===== config.mk =====
export PLATFORM = sky130hd
export DESIGN_NAME = ccd_seq
export DESIGN_NICKNAME = d
export VERILOG_FILES = /design/src/design/ccd_pkg.sv /design/src/design/ccd_seq.sv
export SDC_FILE = /design/constraint.sdc
export NUM_CORES = 1
export LEC_CHECK = 0
export ABC_AREA = 1
export CORE_MARGIN = 1.5
export CORE_UTILIZATION = 35
export CTS_BUF_LIST = sky130_fd_sc_hd__clkbuf_8
export DETAILED_ROUTE_END_ITERATION = 7
export DONT_BUFFER_PORTS = 1
export SLEW_MARGIN = 20
export SYNTH_ARGS = -nofsm -noshare
export SYNTH_HDL_FRONTEND = slang
export SYNTH_SLANG_ARGS = --single-unit

===== constraint.sdc =====
create_clock -name clk_i -period 1.9 [get_ports clk_i]
set_input_delay 0.095 -clock clk_i [delete_from_list [all_inputs] [get_ports clk_i]]
set_output_delay 0.095 -clock clk_i [all_outputs]
set_load 0.05 [all_outputs]

===== src/design/ccd_pkg.sv =====
// ----------------------------------------------------------------------------
// ccd_pkg: shared types and constants for the charge deposit block
// Field widths, request and register codes, the control word layout and
// the microprogram that the sequencer steps through.
// ----------------------------------------------------------------------------
`default_nettype none

package ccd_pkg;

  // Default sizes
  localparam int GRID_X_DEF    = 64;
  localparam int GRID_Y_DEF    = 64;
  localparam int FRAC_BITS_DEF = 16;

  // Field widths
  localparam int REQ_W      = 2;
  localparam int POS_W      = 32;
  localparam int INV_W      = 24;
  localparam int START_W    = 20;
  localparam int WGT_W      = 16;
  localparam int IDX_W      = 6;
  localparam int ACC_W      = 40;
  localparam int CFG_IDX_W  = 2;
  localparam int CFG_DATA_W = 24;

  // Fixed-point layout of the coordinate product (Q12.20 times Q8.16)
  localparam int POS_FRAC   = 20;
  localparam int INV_FRAC   = 16;
  localparam int COORD_FRAC = POS_FRAC + INV_FRAC;
  localparam int PROD_W     = POS_W + INV_W;
  localparam int WHOLE_W    = PROD_W - COORD_FRAC;

  // Register reset values
  localparam logic [INV_W-1:0]   INV_RESET   = INV_W'(65536);
  localparam logic [START_W-1:0] START_RESET = '0;

  // Request codes
  typedef enum logic [REQ_W-1:0] {
    REQ_DEPOSIT = 2'd0,
    REQ_READ    = 2'd1,
    REQ_RDCLR   = 2'd2
  } req_e;

  // Configuration register indexes
  typedef enum logic [CFG_IDX_W-1:0] {
    CFG_INV_X   = 2'd0,
    CFG_INV_Y   = 2'd1,
    CFG_START_X = 2'd2,
    CFG_START_Y = 2'd3
  } cfg_idx_e;

  // Microprogram steps
  typedef enum logic [3:0] {
    ST_CLR   = 4'd0,
    ST_IDLE  = 4'd1,
    ST_DISP  = 4'd2,
    ST_DEPY  = 4'd3,
    ST_CELLA = 4'd4,
    ST_CELLB = 4'd5,
    ST_CELLC = 4'd6,
    ST_FIN   = 4'd7,
    ST_RD0   = 4'd8,
    ST_RD1   = 4'd9
  } step_e;

  // Jump conditions
  typedef enum logic [2:0] {
    J_NEXT      = 3'd0,
    J_ALWAYS    = 3'd1,
    J_NO_ACC    = 3'd2,
    J_DISPATCH  = 3'd3,
    J_CELL_MORE = 3'd4,
    J_CLR_MORE  = 3'd5
  } jmp_e;

  // One control word
  typedef struct packed {
    logic  in_rdy;    // may take a transfer on the input channel
    logic  loc_x;     // locate x: coordinate multiply on x
    logic  loc_y;     // locate y: coordinate multiply on y
    logic  cell_rd;   // cell address, range check, shape product, grid read
    logic  wmul;      // weight multiply and rounding
    logic  acc_wr;    // saturating add and write back, next cell
    logic  rd_issue;  // read request: address and grid read
    logic  rd_done;   // read request: capture value, clear if asked
    logic  clr_wr;    // clearing pass write
    logic  finish;    // result complete
    jmp_e  jmp;
    step_e tgt;
  } ctl_t;

  // Status from the datapath for conditional jumps
  typedef struct packed {
    logic cell_more;
    logic clr_more;
    req_e req;
  } stat_t;

  // Result of one request
  typedef struct packed {
    logic [ACC_W-1:0] value;
    logic             oor;
    logic             sat;
  } res_t;

  // Microprogram ROM
  function automatic ctl_t ccd_ucode(step_e s);
    ctl_t c;
    c     = '0;
    c.jmp = J_NEXT;
    c.tgt = ST_IDLE;
    case (s)
      ST_CLR: begin
        c.clr_wr = 1'b1;
        c.jmp    = J_CLR_MORE;
        c.tgt    = ST_CLR;
      end
      ST_IDLE: begin
        c.in_rdy = 1'b1;
        c.jmp    = J_NO_ACC;
        c.tgt    = ST_IDLE;
      end
      ST_DISP: begin
        c.loc_x = 1'b1;
        c.jmp   = J_DISPATCH;
      end
      ST_DEPY: begin
        c.loc_y = 1'b1;
      end
      ST_CELLA: begin
        c.cell_rd = 1'b1;
      end
      ST_CELLB: begin
        c.wmul = 1'b1;
      end
      ST_CELLC: begin
        c.acc_wr = 1'b1;
        c.jmp    = J_CELL_MORE;
        c.tgt    = ST_CELLA;
      end
      ST_FIN: begin
        c.finish = 1'b1;
        c.jmp    = J_ALWAYS;
        c.tgt    = ST_IDLE;
      end
      ST_RD0: begin
        c.rd_issue = 1'b1;
      end
      ST_RD1: begin
        c.rd_done = 1'b1;
        c.jmp     = J_ALWAYS;
        c.tgt     = ST_FIN;
      end
      default: begin
        c.jmp = J_ALWAYS;
        c.tgt = ST_IDLE;
      end
    endcase
    return c;
  endfunction

endpackage

`default_nettype wire


===== src/design/ccd_seq.sv =====
// ----------------------------------------------------------------------------
// ccd_seq: microprogram sequencer
// Step counter over the control ROM with conditional jumps on status.
// ----------------------------------------------------------------------------
`default_nettype none

module ccd_seq (
  input  wire logic          clk_i,
  input  wire logic          rst_ni,
  input  wire logic          accept_i,
  input  wire ccd_pkg::stat_t stat_i,
  output ccd_pkg::ctl_t      ctl_o
);

  import ccd_pkg::*;

  step_e step_q, step_d;
  step_e step_inc;
  ctl_t  ctl;

  // Control word of the current step
  always_comb begin
    ctl = ccd_ucode(step_q);
  end

  assign ctl_o    = ctl;
  assign step_inc = step_e'(step_q + 4'd1);

  // Next step
  always_comb begin
    step_d = step_inc;
    case (ctl.jmp)
      J_NEXT:      step_d = step_inc;
      J_ALWAYS:    step_d = ctl.tgt;
      J_NO_ACC:    step_d = accept_i ? step_inc : ctl.tgt;
      J_DISPATCH: begin
        case (stat_i.req)
          REQ_DEPOSIT: step_d = ST_DEPY;
          REQ_READ:    step_d = ST_RD0;
          REQ_RDCLR:   step_d = ST_RD0;
          default:     step_d = ST_FIN;
        endcase
      end
      J_CELL_MORE: step_d = stat_i.cell_more ? ctl.tgt : step_inc;
      J_CLR_MORE:  step_d = stat_i.clr_more ? ctl.tgt : step_inc;
      default:     step_d = ST_IDLE;
    endcase
  end

  always_ff @(posedge clk_i or negedge rst_ni) begin
    if (!rst_ni) begin
      step_q <= ST_CLR;
    end else begin
      step_q <= step_d;
    end
  end

endmodule

`default_nettype wire


==> results.py <==
metrics = {
    "worst_setup_path": {
        "critPathMaxStageDelay_ps": 430,
        "crit_type": "reg -> out",
        "path_cells": "inv_2, ha_2, inv_1, a21oi_4, nor2_2, nand2_2, nand2_4, buf_4",
        "path_depth": 8,
        "cpLargestDelayFamily": "flip-flops",
        "cp_max_fo": 5,
        "crit_buf_inv": 3,
        "arrival_ps": 1710,
        "crit_required_ps": 1800,
        "rr_startpoint": "step_q[0]$_DFF_PN0_",
        "reg2reg_depth": 9,
        "crit_path_start_kind": "flop",
        "rrSetupSlack_ps": 210,
        "crit_slowest_cell": "dfrtp_2",
        "worstReg2RegEnd": "step_q[1]$_DFF_PN0_",
        "critPathCaptureType": "output pin",
    },
    "yosys": {
        "ys_warn_count": 0,
        "synth_compound_area_share_pct": 8.74,
        "ys_types": 25,
        "synth_edf_count": 0,
        "synthXorXnorAreaFrac_pct": 2.60,
        "synth_cells": 113,
        "synth_mux_area_share_pct": 0,
        "netlist_area_um2": 673,
        "syn_nets": 125,
        "synth-seq-area-share_pct": 14.9,
        "syn_avg_cell_area_um2": 5.96,
        "ys_seq_elements": 4,
        "synth_top_family_by_area": "simple AND/OR/NAND/NOR gates",
        "yosys.area_share.simple_pct": 46.7,
        "synthAdderAreaFrac_pct": 9.29,
        "asyncSetResetFlopFracSynth_pct": 100,
        "synthFlopType": "dfrtp_1",
    },
    "clocking": {
        "clock_latency_ps": 210,
        "root_buffer": "clkbuf_8",
        "clock_sinks": 4,
        "cts_htree_levels": 1,
        "cts_tree": "yes",
        "post_cts_buffers": 0,
        "cts_buffers": 3,
        "clk_path_buf_depth": 2,
        "clk_pin_slew_ps": 30,
    },
    "sta": {
        "slew_violations": 0,
        "tns_ps": 0,
        "setup_viol": 0,
        "clock_skew_ps": 3.53,
        "fmax_ghz": 0.553,
        "timing.final.crit_share_pct": 95.2,
        "rsz0062_at_grt": "false",
        "min_period_ps": 1810,
        "hold_viol": 0,
    },
    "flow_run": {
        "cap_violations": 0,
    },
    "layout": {
        "syn_to_final_growth_pct": 24.7,
        "final_cell_mix": "nand2_1 (26), inv_1 (18), buf_4 (11)",
        "drive_above_1_share_pct": 28.0,
        "layout_commonest_cell": "nand2_1",
        "diodes": 0,
        "utilization_pct": 47.6,
        "largest_register": "step_q",
        "largest_reg_flops": 4,
        "final_net_count": 139,
        "largestRegisters": "step_q x4",
    },
    "floorplanning": {
        "start_util_pct": 38.2,
        "fp-row-count": 15,
        "coreArea_um2": 1760,
        "die-area_um2": 2200,
        "die-width_um": 46.9,
        "die_h_um": 46.9,
        "io_pins": 24,
    },
    "routing": {
        "wl_mm": 1.65,
        "drt-wirelength-per-cell_um": 11.0,
        "drt_pass1_iterations": 2,
        "vias": 717,
        "vias_per_cell": 4.78,
        "drt_iter0_markers": 8,
        "drtAntennaViolNets": 0,
        "route.detailed.drc": 0,
    },
    "global_routing": {
        "grt_pass1_wl_mm": 2.69,
        "antenna_found_initial": 0,
        "grt_usage_pct": 17.1,
        "grt_pass1_vias": 664,
        "grt_max_degree": 9,
        "gr-total-overflow": 0,
    },
    "status": {
        "status": "complete, no violations",
    },
    "placement": {
        "hpwl_mm": 1.42,
        "gp_congestion": 0.918,
        "port_buffers": 0,
    },
    "worst_hold_path": {
        "min_path_cells": 3,
        "whs_endpoint": "step_q[3]$_DFF_PN0_",
        "hp-start": "stat_i[3]",
        "hold_path.class": "in -> reg",
    },
}
[synth_stat cells, types with 2 or more instances]
master   count  area, um^2
inv_1       19        71.3
buf_4        2        15.0
nand3_1     10        50.1
o21ai_0      6        30.0
nor2_2       3        18.8
xor2_1       2        17.5
nand2_2      4        25.0
nand2_1     26        97.6
dfrtp_1      4         100
ha_1         5        62.6
nor2_1      11        41.3
inv_2        4        15.0
nand4_1      5        31.3
[worst max-delay path by stage]
stage	startpoint	to	slack, ps
after detailed placement	step_q[0]$_DFF_PN0_	step_q[0]$_DFF_PN0_	150
after global routing	step_q[0]$_DFF_PN0_	ctl_o[4]	10
after global placement	step_q[0]$_DFF_PN0_	step_q[0]$_DFF_PN0_	200
after CTS	step_q[0]$_DFF_PN0_	ctl_o[4]	20
after floorplan	step_q[0]$_DFF_PN0_	step_q[0]$_DFF_PN0_	30
final	step_q[0]$_DFF_PN0_	ctl_o[4]	90
[routing by layer]
metal  vias to the layer above  part of all wire, %  track usage, %
li1                        376                    -               -
met1                       320                   48            22.8
met2                        19                   47            27.9
met3                         2                  3.6            3.08
met4                         0                  1.3            5.56
met5                         -                    0               0
[through the flow]
step / setup slack, ps / instance area [um^2] / hold slack, ps / cells
6_report: 90.5 / 840 / 88.2 / 150
2_1_floorplan: 26.4 / 696 / -201 / 113
3_3_place_gp: 198 / 783 / -201 / 146
5_1_grt: 10.3 / 840 / 105 / 150
4_1_cts: 18.6 / 837 / 81.0 / 150
3_5_place_dp: 148 / 783 / -201 / 146
[worst register-to-register path, stage by stage (launching register included)]
cell and delay, ps:
dfrtp_2 430, inv_2 110, ha_2 230, inv_1 120, a21oi_4 220, inv_2 80
nand4_1 160, nor2_1 60, nor2_1 80, nand3_1 80
[timing repair]
action / CTS / global route
hold endpoints to repair: 4 / 0
hold buffers: 1 / 0
resized for setup: 1 / 3
endpoints found under the setup margin: 1 / 1
[cell families (layout without fill, tap and decap cells)]
group	after synthesis	in the layout
AO/OA/AOI/OAI	10	10
flip-flops	4	4
buffers and inverters	27	39
XOR/XNOR	2	2
AND/OR/NAND/NOR	64	64
adder cells (fa/ha/maj)	5	5
other	1	1
[cell type report]
cell class / count / area, um^2
well taps: 25 / 31.3
flip-flops and latches: 4 / 103
fillers: 201 / 925
clock buffers: 3 / 41.3
inverters: 24 / 90.1
repair buffers: 12 / 92.6
multi-input cells: 82 / 482
Power is left out: the tool's default activity adds up to more than one toggle a clock period on the data nets, which glitch-free logic cannot reach.
